File: src/sv/ptbs_pkg.sv
`timescale 1ns / 1ps

package ptbs_pkg;

    // Table geometry
    localparam int TABLE_DEPTH = 8;
    localparam int IDX_W       = (TABLE_DEPTH > 1) ? $clog2(TABLE_DEPTH) : 1;
    localparam int CNT_W       = $clog2(TABLE_DEPTH + 1);

    // Sentinel metric for an unknown link
    localparam logic signed [15:0] METRIC_UNKNOWN = 16'sd1;

    // Table action codes
    typedef enum logic [1:0] {
        ACT_UPDATED  = 2'd0,
        ACT_INSERTED = 2'd1,
        ACT_DROPPED  = 2'd2
    } action_t;

    // One table entry as stored in memory
    typedef struct packed {
        logic        [15:0] addr;
        logic signed [15:0] metric;
    } entry_t;

endpackage

File: src/sv/parent_table_best_select.sv
`timescale 1ns / 1ps

// Neighbor table with best-parent selection.
// Input: pulse start with neighbor_addr and link_metric while busy is low;
// the beat is taken at that rising edge and busy rises on the next cycle.
// Output: done is high for exactly one cycle with best_parent_addr,
// best_parent_metric, table_action and entry_count; the receiver cannot
// stall, so the result must be captured in that cycle. busy falls in the
// same cycle that done rises, so the next beacon can be taken at the edge
// that ends the done cycle.
// Operation: the table lives in one synchronous memory (one read port,
// one write port, registered read data). Each beacon reads all stored
// entries from newest to oldest, one per cycle, matching the address and
// tracking the best metric in the same pass; the finish state writes back
// the updated or inserted entry and folds in a newly inserted entry.
// Busy and throughput: busy stays high through the scan of all stored
// entries and the finish state (only the finish state on an empty table),
// set by the single memory read port; done follows the last busy cycle,
// so a new beacon is taken only after the previous one is done.
// Reset: the entry count and the result registers clear to zero; memory
// contents are not cleared, as only entries below the count are ever read.
module parent_table_best_select (
    input  logic                      clk,
    input  logic                      rst_n,
    input  logic                      start,
    input  logic [15:0]               neighbor_addr,
    input  logic signed [15:0]        link_metric,
    output logic                      busy,
    output logic                      done,
    output logic [15:0]               best_parent_addr,
    output logic signed [15:0]        best_parent_metric,
    output ptbs_pkg::action_t         table_action,
    output logic [3:0]                entry_count
);
    import ptbs_pkg::*;

    typedef enum logic [1:0] {
        ST_IDLE,
        ST_SCAN,
        ST_FINISH
    } state_t;

    state_t              state_reg;
    logic [CNT_W-1:0]    fill_reg;
    logic [CNT_W-1:0]    fill_next;
    logic [15:0]         in_addr_reg;
    logic signed [15:0]  in_metric_reg;
    logic [IDX_W-1:0]    ptr_reg;
    logic                issue_reg;
    logic                pend_reg;
    logic                found_reg;
    logic [IDX_W-1:0]    hit_idx_reg;
    logic                have_reg;
    logic [15:0]         best_addr_reg;
    logic signed [15:0]  best_metric_reg;
    logic                done_reg;
    logic [15:0]         out_addr_reg;
    logic signed [15:0]  out_metric_reg;
    action_t             out_action_reg;
    logic [3:0]          out_count_reg;

    // Entry memory
    entry_t              mem [TABLE_DEPTH];
    entry_t              rd_data_reg;
    logic                rd_en;
    logic                wr_en;
    logic [IDX_W-1:0]    wr_addr;
    entry_t              wr_data;

    // Scan datapath
    logic                hit;
    logic signed [15:0]  eff_metric;
    logic                take_scan;
    logic                room;
    logic                take_new;
    logic [31:0]         fill_ext;
    action_t             action_next;

    // Read and write the entry memory
    always_ff @(posedge clk)
    begin
        if (rd_en)
        begin
            rd_data_reg <= mem[ptr_reg];
        end
        if (wr_en)
        begin
            mem[wr_addr] <= wr_data;
        end
    end

    assign rd_en = (state_reg == ST_SCAN) && issue_reg;

    // Match the returned entry and substitute the new metric on a hit
    assign hit        = (rd_data_reg.addr == in_addr_reg);
    assign eff_metric = hit ? in_metric_reg : rd_data_reg.metric;
    assign take_scan  = (eff_metric != METRIC_UNKNOWN)
                        && (!have_reg || (best_metric_reg < eff_metric));

    // Decide the write-back at the end of the pass
    assign room     = (fill_reg < CNT_W'(TABLE_DEPTH));
    assign take_new = !found_reg && room && (in_metric_reg != METRIC_UNKNOWN)
                      && (!have_reg || (best_metric_reg <= in_metric_reg));

    always_comb
    begin
        wr_en       = 1'b0;
        wr_addr     = hit_idx_reg;
        wr_data     = '{addr: in_addr_reg, metric: in_metric_reg};
        fill_next   = fill_reg;
        action_next = ACT_DROPPED;
        if (state_reg == ST_FINISH)
        begin
            priority if (found_reg)
            begin
                wr_en       = 1'b1;
                action_next = ACT_UPDATED;
            end
            else if (room)
            begin
                wr_en       = 1'b1;
                wr_addr     = fill_reg[IDX_W-1:0];
                fill_next   = fill_reg + 1'b1;
                action_next = ACT_INSERTED;
            end
            else
            begin
                action_next = ACT_DROPPED;
            end
        end
    end

    assign fill_ext = {{(32 - CNT_W){1'b0}}, fill_next};

    // Sequence the pass and hold the result registers
    always_ff @(posedge clk or negedge rst_n)
    begin
        if (!rst_n)
        begin
            state_reg       <= ST_IDLE;
            fill_reg        <= '0;
            in_addr_reg     <= '0;
            in_metric_reg   <= '0;
            ptr_reg         <= '0;
            issue_reg       <= 1'b0;
            pend_reg        <= 1'b0;
            found_reg       <= 1'b0;
            hit_idx_reg     <= '0;
            have_reg        <= 1'b0;
            best_addr_reg   <= '0;
            best_metric_reg <= METRIC_UNKNOWN;
            done_reg        <= 1'b0;
            out_addr_reg    <= '0;
            out_metric_reg  <= '0;
            out_action_reg  <= ACT_UPDATED;
            out_count_reg   <= '0;
        end
        else
        begin
            done_reg <= (state_reg == ST_FINISH);
            unique case (state_reg)
                ST_IDLE:
                begin
                    if (start)
                    begin
                        in_addr_reg     <= neighbor_addr;
                        in_metric_reg   <= link_metric;
                        found_reg       <= 1'b0;
                        have_reg        <= 1'b0;
                        best_addr_reg   <= '0;
                        best_metric_reg <= METRIC_UNKNOWN;
                        ptr_reg         <= IDX_W'(fill_reg - 1'b1);
                        pend_reg        <= 1'b0;
                        if (fill_reg == '0)
                        begin
                            issue_reg <= 1'b0;
                            state_reg <= ST_FINISH;
                        end
                        else
                        begin
                            issue_reg <= 1'b1;
                            state_reg <= ST_SCAN;
                        end
                    end
                end
                ST_SCAN:
                begin
                    // advance the read pointer toward the oldest entry
                    if (issue_reg)
                    begin
                        pend_reg <= 1'b1;
                        if (ptr_reg == '0)
                        begin
                            issue_reg <= 1'b0;
                        end
                        else
                        begin
                            ptr_reg <= ptr_reg - 1'b1;
                        end
                    end
                    else
                    begin
                        pend_reg <= 1'b0;
                    end
                    // fold in the entry returned by the memory
                    if (pend_reg)
                    begin
                        if (hit)
                        begin
                            found_reg   <= 1'b1;
                            hit_idx_reg <= IDX_W'(ptr_reg + (issue_reg ? 1'b1 : 1'b0));
                        end
                        if (take_scan)
                        begin
                            have_reg        <= 1'b1;
                            best_metric_reg <= eff_metric;
                            best_addr_reg   <= rd_data_reg.addr;
                        end
                        if (!issue_reg)
                        begin
                            state_reg <= ST_FINISH;
                        end
                    end
                end
                ST_FINISH:
                begin
                    fill_reg       <= fill_next;
                    out_action_reg <= action_next;
                    out_count_reg  <= fill_ext[3:0];
                    if (take_new)
                    begin
                        out_addr_reg   <= in_addr_reg;
                        out_metric_reg <= in_metric_reg;
                    end
                    else
                    begin
                        out_addr_reg   <= best_addr_reg;
                        out_metric_reg <= best_metric_reg;
                    end
                    pend_reg  <= 1'b0;
                    state_reg <= ST_IDLE;
                end
                default:
                begin
                    state_reg <= ST_IDLE;
                end
            endcase
        end
    end

    // Drive the ports
    assign busy               = (state_reg != ST_IDLE);
    assign done               = done_reg;
    assign best_parent_addr   = out_addr_reg;
    assign best_parent_metric = out_metric_reg;
    assign table_action       = out_action_reg;
    assign entry_count        = out_count_reg;

endmodule

File: config.mk
export PLATFORM = sky130hd
export DESIGN_NAME = parent_table_best_select
export DESIGN_NICKNAME = d
export VERILOG_FILES = /design/src/sv/ptbs_pkg.sv /design/src/sv/parent_table_best_select.sv
export SDC_FILE = /design/constraint.sdc
export NUM_CORES = 1
export LEC_CHECK = 0
export BUFFER_PORTS_ARGS = -buffer_cell sky130_fd_sc_hd__buf_2
export CORE_MARGIN = 5
export CORE_UTILIZATION = 50
export DETAILED_ROUTE_END_ITERATION = 16
export PLACE_DENSITY_LB_ADDON = 0.12
export SKIP_LAST_GASP = 1
export SYNTH_ARGS = -nofsm -noshare
export SYNTH_HDL_FRONTEND = slang
export SYNTH_SLANG_ARGS = --single-unit
File: constraint.sdc
create_clock -name clk -period 7.8 [get_ports clk]
set_input_delay 2.34 -clock clk [delete_from_list [all_inputs] [get_ports clk]]
set_output_delay 2.34 -clock clk [all_outputs]
set_load 0.01 [all_outputs]
After elaboration in Yosys (flattened, before gate mapping)
Memories as Yosys holds them, arrays and structs flattened. A register that Yosys moved wholly into a read port is not among the register bits.
Index checks and enable logic that the tools add are counted.
{"block": "totals", "ff_bits": 115, "latch_bits": 0, "ramBits": 256, "romBits": 0, "in_bits": 35, "output_inout_bits": 40, "elab_cells": 106, "n_memories": 1}
{"name": "mem", "words": 8, "word_bits": 32, "read_ports": 1, "rd_clocked_by_memory_dff": 1, "wr": 1, "line": "parent_table_best_select.sv:63", "source": "entry_t mem [TABLE_DEPTH];"}
{"block": "classes", "add_sub_neg": 4, "n_mul": 0, "n_div": 0, "magnitude_cmp": 3, "eq_ne": 12, "shift": 0, "muxes": 45, "bitwise": 1, "reduce_logical": 24}
{"cell": "16-bit two-way mux", "count": 9}
{"cell": "16-bit one-hot mux with 2 select lines", "count": 2}
{"cell": "16-bit by 2-bit inequality test with 1-bit output (second input constant)", "count": 2}
{"cell": "3-bit two-way mux", "count": 6}
{"cell": "16-bit equality test", "count": 1}
{"cell": "16-bit less-or-equal comparator", "count": 1}
{"cell": "16-bit < comparator", "count": 1}
{"cell": "1-bit two-way mux", "count": 16}
{"cell": "2-bit inequality test (second input constant)", "count": 7}
{"cell": "2-bit two-way mux", "count": 6}
{"cell": "4-bit AND reduction", "count": 3}
{"cell": "3-bit AND reduction", "count": 3}
{"cell": "1-bit one-hot mux with 2 select lines", "count": 3}
{"cell": "3-bit one-hot mux with 2 select lines", "count": 1}
{"cell": "2-bit AND reduction", "count": 3}
{"cell": "3-bit by 1-bit subtractor with 3-bit output (second input constant)", "count": 2}
{"cell": "1-bit logical AND", "count": 5}
{"cell": "4-bit by 1-bit adder with 4-bit output (second input constant)", "count": 1}
{"cell": "4-bit zero test", "count": 1}
{"cell": "4-bit < comparator (second input constant)", "count": 1}
{"cell": "2-bit one-hot mux with 2 select lines", "count": 1}
{"cell": "2-bit nonzero test", "count": 2}
{"cell": "3-bit by 1-bit adder with 3-bit output", "count": 1}
{"cell": "3-bit zero test", "count": 1}
{"cell": "8 further kinds", "count": 10}

Logic depth before layout (Yosys ltp)
Gate-level depths: netlist (run 1).
{"block": "depth", "ltp_word": 8, "ltp_mapped": 16, "ltp_nobuf": 13}

Worst setup path after synthesis (run 1)
Ideal clock, no wire load.
{"block": "synth_timing", "kind": "register to register", "startpoint": "register in_addr_reg[15]", "endpoint": "register best_addr_reg[11]", "setup_time_ns": 0.121, "arrival_ns": 3.553, "t_required_ns": 7.679, "path_slack_ns": 4.126, "path_stages_with_launch": 14, "n_path_buf": 2, "synth_period_minus_slack_ns": 3.674, "cell_sequence": "dfrtp_1 > xor2_1 > nor4_1 > nand4_1 > clkbuf_1 > nor2_1 > a21oi_1 > ha_1 > or4b_2 > o31ai_1 > o2111ai_2 > a22o_1 > buf_6 > a22o_1"}
{"block": "synth_between", "elab_chain_len": 7, "elab_cells_between_ends": 8, "cone_classes": "order compare (1); eq/ne (3); mux (1); reduce/logical (3)"}
{"element": "from (decl)", "line": "parent_table_best_select.sv:46", "source": "logic [15:0] in_addr_reg;"}
{"element": "from (signal assigned)", "line": "parent_table_best_select.sv:166", "source": "in_addr_reg <= neighbor_addr;"}
{"element": "16-bit equality test *", "line": "parent_table_best_select.sv:95", "source": "assign hit = (rd_data_reg.addr == in_addr_reg);"}
{"element": "16-bit two-way mux *", "line": "parent_table_best_select.sv:96", "source": "assign eff_metric = hit ? in_metric_reg : rd_data_reg.metric;"}
{"element": "16-bit < comparator", "line": "parent_table_best_select.sv:98", "source": "&& (!have_reg || (best_metric_reg < eff_metric));"}
{"element": "1-bit logical OR", "line": "parent_table_best_select.sv:98"}
{"element": "1-bit logical AND *", "line": "parent_table_best_select.sv:98"}
{"element": "2-bit inequality test (no line) *"}
{"element": "4-bit AND reduction (no line) *"}
{"element": "to (signal assigned)", "line": "parent_table_best_select.sv:217", "source": "best_addr_reg <= rd_data_reg.addr;"}
{"element": "to (decl)", "line": "parent_table_best_select.sv:54", "source": "logic [15:0] best_addr_reg;"}
Every way passes the cells marked *; elsewhere a longest branch is shown, timed or not.
A chain may end at the register's enable or synchronous reset.

Worst setup path in the final report (run 1)
{"block": "layout_timing", "startpoint": "register in_addr_reg[8]", "endpoint": "register best_addr_reg[3]"}
Same word-level chain as after synthesis.

==> metrics.csv, run 1 <==
stage,metric,value,unit
logic_synthesis,synthSimpleGateAreaFrac,4.53,%
clocking,cts_hold_buf,0,
logic_synthesis,synth-edff-count,288,
logic_synthesis,yosysTopAreaCell,edfxtp_1,
cells_and_area,largest_reg_flops,256,
global_routing,gr-usage-all-layers,20.0,%
global_routing,overflow,0,
cells_and_area,fin_area,18900,um^2
logic_synthesis,syn_inst,976,
cells_and_area,syn2layout_area_growth,13.7,%
die,initial_utilization,50.8,%
logic_synthesis,netlist-cell-type-count,54,
run,drv_cap,0,
timing,setup-tns-final,0,ns
logic_synthesis,synth_seq_area_share,69.5,%
timing,fmax,218,MHz
detailed_routing,routed_wl,35700,um
detailed_routing,wire_per_inst,23.2,um
global_routing,grt_pass1_wl,55900,um
timing,slew_headroom,15.9,%
clocking,htree_levels,2,
power_and_ir_drop,total_power,7.40,mW
detailed_routing,dr.pass1.iters,5,
cells_and_area,drive_above_1_share,28.8,%
timing,fin_hold_ws,0.468,ns
die,die_h,192,um
logic_synthesis,synth_seq_cells,403,
placement,dpl.cell_count,1464,
logic_synthesis,synth_top_family_by_area,multiplexers,
cells_and_area,final_util,57.8,%
clocking,root_buffer,clkbuf_16,
timing,tightestPinTransition,1.25,ns
placement,gp_congestion,0.784,
timing,layout_setup_ws,3.21,ns
timing,post-route-min-period,4.59,ns
clocking,cts_resized,0,
die,fp-row-count,66,
critical_path,cpLargestDelayFamily,simple AND/OR/NAND/NOR gates,
critical_path,worstPathMaxFanout,35,
cells_and_area,final-instance-count-excl-fill,1540,
critical_path,crit_chain,xor2_1 -> nor4_1 -> nand4_1 -> buf_4 -> nor2_1 -> a21oi_1 -> ha_1 -> or4b_2 -> o31ai_1 -> o2111ai_2 -> nor2_2 -> a22o_1,
power_and_ir_drop,power_density,392,nW/um^2
logic_synthesis,yosys-top-cells-count,"288 x edfxtp_1, 114 x dfrtp_1, 68 x mux2_2, 68 x nor2_1, 64 x mux4_2",
timing,final-setup-viol-count,0,
logic_synthesis,ys_async_sr_fraction,28.5,%
clocking,clkSinkCount,403,
die,die_w,192,um
timing,slew_violations,0,
logic_synthesis,synth_nets,1047,
critical_path,path_class,flop to flop,
cells_and_area,diodes,0,
detailed_routing,num_vias,8875,
critical_path,worstPathArrival,5.05,ns
clocking,cts_tree,done,
logic_synthesis,yosys.cell_count.top_type,edfxtp_1,
global_routing,antenna_found_initial,0,
detailed_routing,routed_via_density,5.76,
run_status,outcome,"complete, no violations",
die,core,32600,um^2
logic_synthesis,synth_fa_ha_area_share,2.72,%
critical_path,cp-start-kind,flop,
clocking,clk_pin_slew_worst_paths,0.06,ns
power_and_ir_drop,leakage,6.93,nW
logic_synthesis,synthFlopType,edfxtp_1,
detailed_routing,drc,0,
detailed_routing,antenna_left,0,
critical_path,cp_slowest_stage_delay,0.76,ns
cells_and_area,n_fill_cell,2560,
logic_synthesis,synth.top_cell.area_share,52.1,%
cells_and_area,nNetsFinal,1136,
detailed_routing,drt-initial-drc-count,534,
logic_synthesis,syn-cell-area,16600,um^2
die,die_area,36900,um^2
critical_path,cp-end-kind,flop,
min_path,hp-class,flop to flop,
clocking,clk_latency,0.54,ns
placement,dpl_cell_area,17500,um^2
timing,hold_viol_final,0,
critical_path,path_buf_inv,1,
placement,portBuffers,74,
placement,hpwl,20700,um
clocking,cts.path.max_buffers,3,
timing,rsz0062_at_grt,no,
clocking,cts_made_buffers,41,
critical_path,required,8.27,ns
critical_path,cp_slowest_cell,nor2_2,
global_routing,grt_pass1_vias,9283,
timing,finalClockSkew,0.0165,ns
cells_and_area,multi_input_area,4820,um^2
timing,fin_crit_sh,58.8,%
clocking,post-cts-setup-buffers,0,
power_and_ir_drop,ir_worst_vdd,0.240,mV
global_routing,grt_max_degree,65,
logic_synthesis,avgSynthCellArea,17.0,um^2
logic_synthesis,synth_compound_area_share,5.78,%
logic_synthesis,synth_xor_area_share,1.00,%
cells_and_area,regArea,11500,um^2
die,io_pins,75,
logic_synthesis,synth_area_leaders,"edfxtp_1 52%, dfrtp_1 17%, mux4_2 8.7%",
placement,pre_cts_slack,3.16,ns
logic_synthesis,muxShareOfSynthArea,14.6,%
logic_synthesis,yosysWarnings,0,
[tightest hold or removal path: stages (launching register included)]
cell and delay (ns):
dfrtp_1 0.33, nand2_1 0.04, o21ai_0 0.06
[placed cells by master, fill, tap and decap left out, drive strengths merged, types with 2 or more instances in the layout]
master    Yosys  final
a31oi         7      7
nand3         5      5
buf          22     93
nor4         10     10
inv          25     26
clkinv        1     11
mux4         64     64
nand2b        4      4
or3           2      2
mux2         68     68
mux2i        21     21
nor4b         3      3
a21oi        30     30
dfrtp       114    114
or4b          3      3
ha           36     36
xnor2         3      3
xor2         16     16
nor3b         4      4
clkinvlp      0      2
a221oi       15     15
nor3          9      9
o211ai        2      2
a21o          3      3
a211oi        2      2
or2           3      3
o21ai        30     30
bufinv        0      3
a2111oi       2      2
a22o         17     17
o2bb2ai      15     15
clkbuf       25     60
nand4         6      6
nand2        40     40
nor2         69     69
edfxtp      288    288
[layer usage]
layer	track usage [%]	up-vias	part of all wire [%]
met4	5.21	0	2.1
met2	32.5	188	48
met3	2.91	53	4.3
met1	28.9	4641	45
li1	-	3993	-
met5	0	-	0
[where the power goes]
| group | leakage [nW] | internal (mW) | switching (mW) |
|---|---|---|---|
| clock | 0.643 | 1.13 | 0.795 |
| combinational | 2.26 | 0.952 | 1.09 |
| sequential | 4.03 | 2.92 | 0.504 |
| total | 6.93 | 5.00 | 2.39 |
[final timing paths]
check | startpoint | endpoint | slack (ns) | cells past startpoint
setup / recovery | in_addr_reg[8] | best_addr_reg[3] | 3.21 | 12
hold / removal | best_parent_metric[0] | best_parent_metric[0] | 0.47 | 2
setup reg to reg | in_addr_reg[8] | best_addr_reg[3] | 3.21 | 12
hold reg to reg | best_parent_metric[0] | best_parent_metric[0] | 0.47 | 2
max in group asynchronous | rst_n | ptr_reg[0] | 4.73 | 2
min in group asynchronous | rst_n | done | 1.74 | 1
[logic make-up (layout without fill, tap and decap cells)]
family	after synthesis	after routing
adder cells (fa/ha/maj)	36	36
multiplexers	153	153
flip-flops	403	403
AO/OA/AOI/OAI	130	130
buffers and inverters	73	195
XOR/XNOR	19	19
AND/OR/NAND/NOR	162	162
[cell type report]
type	instances	share of cell area [%]
inverters	26	0.518
well taps	442	2.93
repair buffers	93	2.75
flip-flops and latches	403	61.2
clock buffers	60	6.09
clock inverters	16	0.976
multi-input cells	500	25.6
(Power assumes the default switching activity.)
==> run 2, diff against run 1 <==
==> constraint.sdc (replaced) <==
create_clock -name clk -period 4.3 [get_ports clk]
set_input_delay 1.29 -clock clk [delete_from_list [all_inputs] [get_ports clk]]
set_output_delay 1.29 -clock clk [all_outputs]
set_load 0.01 [all_outputs]
==> run 2 against run 1 <==
Against the previous run:
- combinational power grew 110%
- wire length grew 3.3%
- register-to-register slack got worse by 2.9 ns
- setup slack got worse by 2.9 ns
- sequential share of layout area shrank 0.68 points
- total power rose by 91%
==> metrics.csv, run 2 (synthesis gave the netlist of run 1 again) <==
stage,metric,value,unit
run_status,outcome,"complete, no violations",
critical_path,path_class,flop to flop,
clocking,clk_latency,0.54,ns
global_routing,grt_pass1_wl,56900,um
die,die_h,192,um
timing,finalClockSkew,0.0158,ns
timing,final-setup-viol-count,0,
cells_and_area,final_common_cell,edfxtp_1,
min_path,hp-class,flop to flop,
timing,slew_violations,0,
global_routing,antenna_found_initial,0,
detailed_routing,antenna_left,0,
timing,setup-tns-final,0,ns
detailed_routing,drc,0,
global_routing,gr-usage-all-layers,20.6,%
critical_path,cp-start-kind,flop,
clocking,root_buffer,clkbuf_16,
power_and_ir_drop,p_int,9.41,mW
power_and_ir_drop,combPwrFrac,30.6,%
placement,gp_congestion,0.840,
detailed_routing,routed_via_density,5.72,
cells_and_area,drive_above_1_share,30.3,%
clocking,cts_made_buffers,43,
cells_and_area,nNetsFinal,1159,
power_and_ir_drop,leakage,7.06,nW
clocking,post-cts-setup-buffers,0,
cells_and_area,diodes,0,
cells_and_area,final_util,58.4,%
run,drv_cap,0,
placement,pre_cts_slack,0.109,ns
timing,layout_setup_ws,0.269,ns
detailed_routing,dr.pass1.iters,7,
die,initial_utilization,50.8,%
timing,rsz0062_at_grt,no,
timing,hold_viol_final,0,
power_and_ir_drop,ir_worst_vdd,0.370,mV
critical_path,crit_chain,xor2_1 -> nor4_2 -> nand4_1 -> buf_12 -> nor2_1 -> a21oi_1 -> ha_1 -> or4b_2 -> o31ai_1 -> o2111ai_2 -> a22o_1 -> buf_12 -> a22o_1,
cells_and_area,largest_reg_flops,256,
die,die_w,192,um
detailed_routing,wire_per_inst,23.6,um
die,fp-row-count,66,
power_and_ir_drop,power_density,740,nW/um^2
global_routing,overflow,0,
die,core,32600,um^2
clocking,cts.path.max_buffers,3,
timing,post-route-min-period,4.03,ns
min_path,hold_depth,2,
cells_and_area,final_cell_mix,"288 x edfxtp_1, 111 x dfrtp_1, 73 x buf_2, 68 x mux2_2, 64 x mux4_2",
critical_path,worstPathMaxFanout,35,
critical_path,rr_worst_depth,13,
detailed_routing,routed_wl,36900,um
power_and_ir_drop,power_switching,4.70,mW
die,die_area,36900,um^2
power_and_ir_drop,switching_share,33.3,%
timing,tightestPinTransition,0.881,ns
critical_path,worstPathArrival,4.45,ns
detailed_routing,drt-initial-drc-count,571,
clocking,cts_resized,0,
clocking,clkSinkCount,403,
critical_path,cp_slowest_cell,or4b_2,
critical_path,cp_slowest_stage_delay,0.61,ns
power_and_ir_drop,p_clk_share,24.5,%
placement,hpwl,21800,um
critical_path,cp-end-kind,flop,
critical_path,required,4.72,ns
placement,portBuffers,74,
clocking,clk_pin_slew_worst_paths,0.06,ns
power_and_ir_drop,p_seq_share,44.8,%
timing,fin_crit_sh,93.7,%
detailed_routing,num_vias,8958,
global_routing,grt_max_degree,86,
timing,fmax,248,MHz
global_routing,grt_pass1_vias,9244,
timing,slew_headroom,41.3,%
placement,dpl.cell_count,1485,
clocking,cts_tree,done,
die,io_pins,75,
cells_and_area,final-instance-count-excl-fill,1565,
clocking,htree_levels,2,
clocking,cts_hold_buf,0,
cells_and_area,syn2layout_area_growth,15.0,%
## run 2: cell types whose count changed in the layout (fill, tap and decap cells not counted), moves of 2 or more
cell       previous run  this run
clkinv_2              4        11
clkbuf_8              5         2
clkbuf_16            41        44
buf_4                19        35
buf_12                0         5
bufinv_16             3         1
## run 2: worst paths after layout
| kind | end | slack (ns) | from |
|---|---|---|---|
| min in group asynchronous | done | 0.85 | rst_n |
| worst max-delay path | best_addr_reg[6] | 0.27 | in_addr_reg[12] |
| worst min-delay path | best_parent_metric[0] | 0.47 | best_parent_metric[0] |
| worst min register to register | best_parent_metric[0] | 0.47 | best_parent_metric[0] |
| max in group asynchronous | in_metric_reg[0] | 2.61 | rst_n |
| worst max register to register | best_addr_reg[6] | 0.27 | in_addr_reg[12] |
## run 2: stage by stage
step | total power, mW | cell area, um^2 | hold slack [ns]
finish | 14.1 | 19100 | 0.470
global route | 15.0 | 19100 | 0.495
CTS | 14.3 | 19100 | 0.477
detailed placement | 10.8 | 17700 | 0.464
global placement | 10.7 | 17700 | 0.456
floorplan | 9.11 | 16600 | 0.473
## run 2: area by class of cell
type	instances	area [um^2]
clock inverters	19	133
multi-input cells	500	4820
inverters	26	97.6
well taps	442	553
repair buffers	114	739
flip-flops and latches	403	11500
clock buffers	61	1180
fillers	2500	13600
## run 2: critical path: cells and delay by family (launching register included)
kind / cells / cell delay (ns)
AO/OA/AOI/OAI: 5 / 1.14
XOR/XNOR: 1 / 0.20
adder cells (fa/ha/maj): 1 / 0.33
buffers and inverters: 2 / 0.40
flip-flops: 1 / 0.49
AND/OR/NAND/NOR: 4 / 1.32
## run 2: power groups by stage
stage / combinational (mW) / clock, mW / sequential [mW]
floorplan: 3.01 / 0 / 6.10
global placement: 4.32 / 0 / 6.39
detailed placement: 4.37 / 0 / 6.42
CTS: 4.39 / 3.53 / 6.35
global route: 4.77 / 3.72 / 6.48
finish: 4.32 / 3.46 / 6.33
## run 2: routing by layer
layer,vias to the layer above,GRT usage [%],wire [um]
li1,4034,-,-
met1,4661,30.3,16800
met2,210,33.4,17800
met3,53,2.80,1660
met4,0,4.22,611
met5,-,0,0
==> run 3, diff against run 2 <==
==> constraint.sdc (replaced) <==
create_clock -name clk -period 4.3 [get_ports clk]
set_input_delay 0.645 -clock clk [delete_from_list [all_inputs] [get_ports clk]]
set_output_delay 0.645 -clock clk [all_outputs]
set_load 0.01 [all_outputs]
==> run 3 against run 2 <==
Against the previous run:
- highest routed layer unchanged
- total power is 1.9% higher
- critical endpoint is now best_addr_reg[5]
- critical path type unchanged
- critical path depth did not move
- first-iteration DRC count increased by 15%
==> metrics.csv, run 3 (synthesis gave the netlist of run 1 again) <==
stage,metric,value,unit
clocking,root_buffer,clkbuf_16,
clocking,htree_levels,2,
power_and_ir_drop,power_density,749,nW/um^2
clocking,clk_pin_slew_worst_paths,0.06,ns
timing,fin_crit_sh,94.1,%
clocking,clk_latency,0.53,ns
clocking,cts_made_buffers,42,
detailed_routing,num_vias,9063,
global_routing,overflow,0,
detailed_routing,routed.top_layer,met4,
run,drv_cap,0,
timing,post-route-min-period,4.04,ns
critical_path,cp-end-kind,flop,
clocking,cts.path.max_buffers,3,
critical_path,worstPathMaxFanout,32,
detailed_routing,antenna_left,0,
die,initial_utilization,50.8,%
placement,portBuffers,74,
global_routing,grt_pass1_vias,9420,
die,io_pins,75,
clocking,cts_tree,done,
critical_path,cp_slowest_stage_delay,0.62,ns
min_path,hp-class,primary input to asynchronous set/reset pin,
global_routing,antenna_found_initial,0,
detailed_routing,wire_per_inst,23.2,um
detailed_routing,routed_via_density,5.80,
clocking,clkSinkCount,403,
critical_path,path_class,flop to flop,
critical_path,cp_slowest_cell,or4b_2,
cells_and_area,syn2layout_area_growth,15.7,%
cells_and_area,drive_above_1_share,30.6,%
timing,slew_violations,0,
detailed_routing,dr_wl_met3,1530,um
placement,hpwl,21900,um
cells_and_area,nNetsFinal,1157,
global_routing,gr-usage-all-layers,20.2,%
timing,rsz0062_at_grt,no,
critical_path,crit_chain,xor2_1 -> nor4_1 -> nand4_1 -> buf_4 -> nor2_1 -> a21oi_1 -> ha_1 -> or4b_2 -> o31ai_1 -> o2111ai_2 -> a22o_1 -> buf_12 -> a22o_1,
detailed_routing,dr.pass1.iters,6,
critical_path,worstPathArrival,4.46,ns
global_routing,grt_pass1_wl,56400,um
die,fp-row-count,66,
detailed_routing,drt-met1-wl,16800,um
cells_and_area,final_cell_mix,"288 x edfxtp_1, 111 x dfrtp_1, 73 x buf_2, 68 x mux2_2, 64 x mux4_2",
cells_and_area,largest_reg_flops,256,
detailed_routing,drc,0,
detailed_routing,drt-initial-drc-count,656,
die,core,32600,um^2
placement,gp_congestion,0.870,
cells_and_area,diodes,0,
timing,fmax,247,MHz
timing,hold_viol_final,0,
critical_path,cp-start-kind,flop,
critical_path,cp_common_cell,a22o_1,
power_and_ir_drop,leakage,7.11,nW
timing,final-setup-viol-count,0,
timing,setup-tns-final,0,ns
detailed_routing,met2_length,17300,um
global_routing,grt_max_degree,56,
timing,finalClockSkew,0.0156,ns
die,die_area,36900,um^2
timing,slew_headroom,18.8,%
timing,fin_hold_ws,0.121,ns
power_and_ir_drop,ir_worst_vdd,0.470,mV
die,die_w,192,um
die,die_h,192,um
cells_and_area,final_common_cell,edfxtp_1,
timing,tightestPinTransition,1.21,ns
detailed_routing,routed_wl,36300,um
run_status,outcome,"complete, no violations",
clocking,post-cts-setup-buffers,0,
critical_path,required,4.72,ns
[run 3: routing by layer]
| metal | global-route usage [%] | vias up |
|---|---|---|
| met5 | 0 | - |
| met4 | 4.47 | 0 |
| met3 | 2.74 | 46 |
| met2 | 32.3 | 211 |
| met1 | 30.2 | 4775 |
| li1 | - | 4031 |
[run 3: area by class of cell]
class                   count  area, um^2
multi-input cells         500        4820
fillers                  2562       13400
clock inverters            19         268
well taps                 442         553
clock buffers              59        1220
inverters                  26        97.6
repair buffers            113         694
flip-flops and latches    403       11500
[run 3: timing repair]
item | in CTS | in global routing
resized for setup | 0 | 1
endpoints found under the setup margin | 0 | 17
hold buffers | 0 | 0
[run 3: through the flow]
stage / utilization, % / worst slack [ns] / area [um^2] / total power, mW / std cells
2_1_floorplan: - / 0.626 / 16600 / 9.11 / 976
3_3_place_gp: 54.3 / 0.102 / 17700 / 10.7 / 1484
3_5_place_dp: 54.3 / 0.0199 / 17700 / 10.7 / 1484
4_1_cts: 58.8 / 0.0102 / 19200 / 14.5 / 1562
5_1_grt: 58.8 / 0.0366 / 19200 / 15.2 / 1562
6_report: 58.8 / 0.255 / 19200 / 14.4 / 1562
[run 3: critical path, delay by kind of cell, from the launching register on]
family          cells  cell delay (ns)
compound gates      5             1.16
fa+ha+maj           1             0.34
flops               1             0.48
simple gates        4             1.25
buf+inv             2             0.44
xor+xnor            1             0.20
[run 3: path summary, 6_finish.rpt]
check,from,end,slack [ns],cells past startpoint
max in group asynchronous,rst_n,ptr_reg[0],3.26,2
setup / recovery,in_addr_reg[14],best_addr_reg[5],0.26,13
setup reg to reg,in_addr_reg[14],best_addr_reg[5],0.26,13
hold / removal,rst_n,best_parent_metric[8],0.12,1
hold reg to reg,best_parent_addr[13],best_parent_addr[13],0.48,2
min in group clk,neighbor_addr[10],in_addr_reg[10],0.34,2
[run 3: power by group]
part | total (mW) | internal (mW) | switching [mW] | leakage (nW)
combinational | 4.20 | 2.00 | 2.20 | 2.36
sequential | 6.38 | 5.38 | 0.997 | 4.03
clock | 3.79 | 2.34 | 1.45 | 0.722
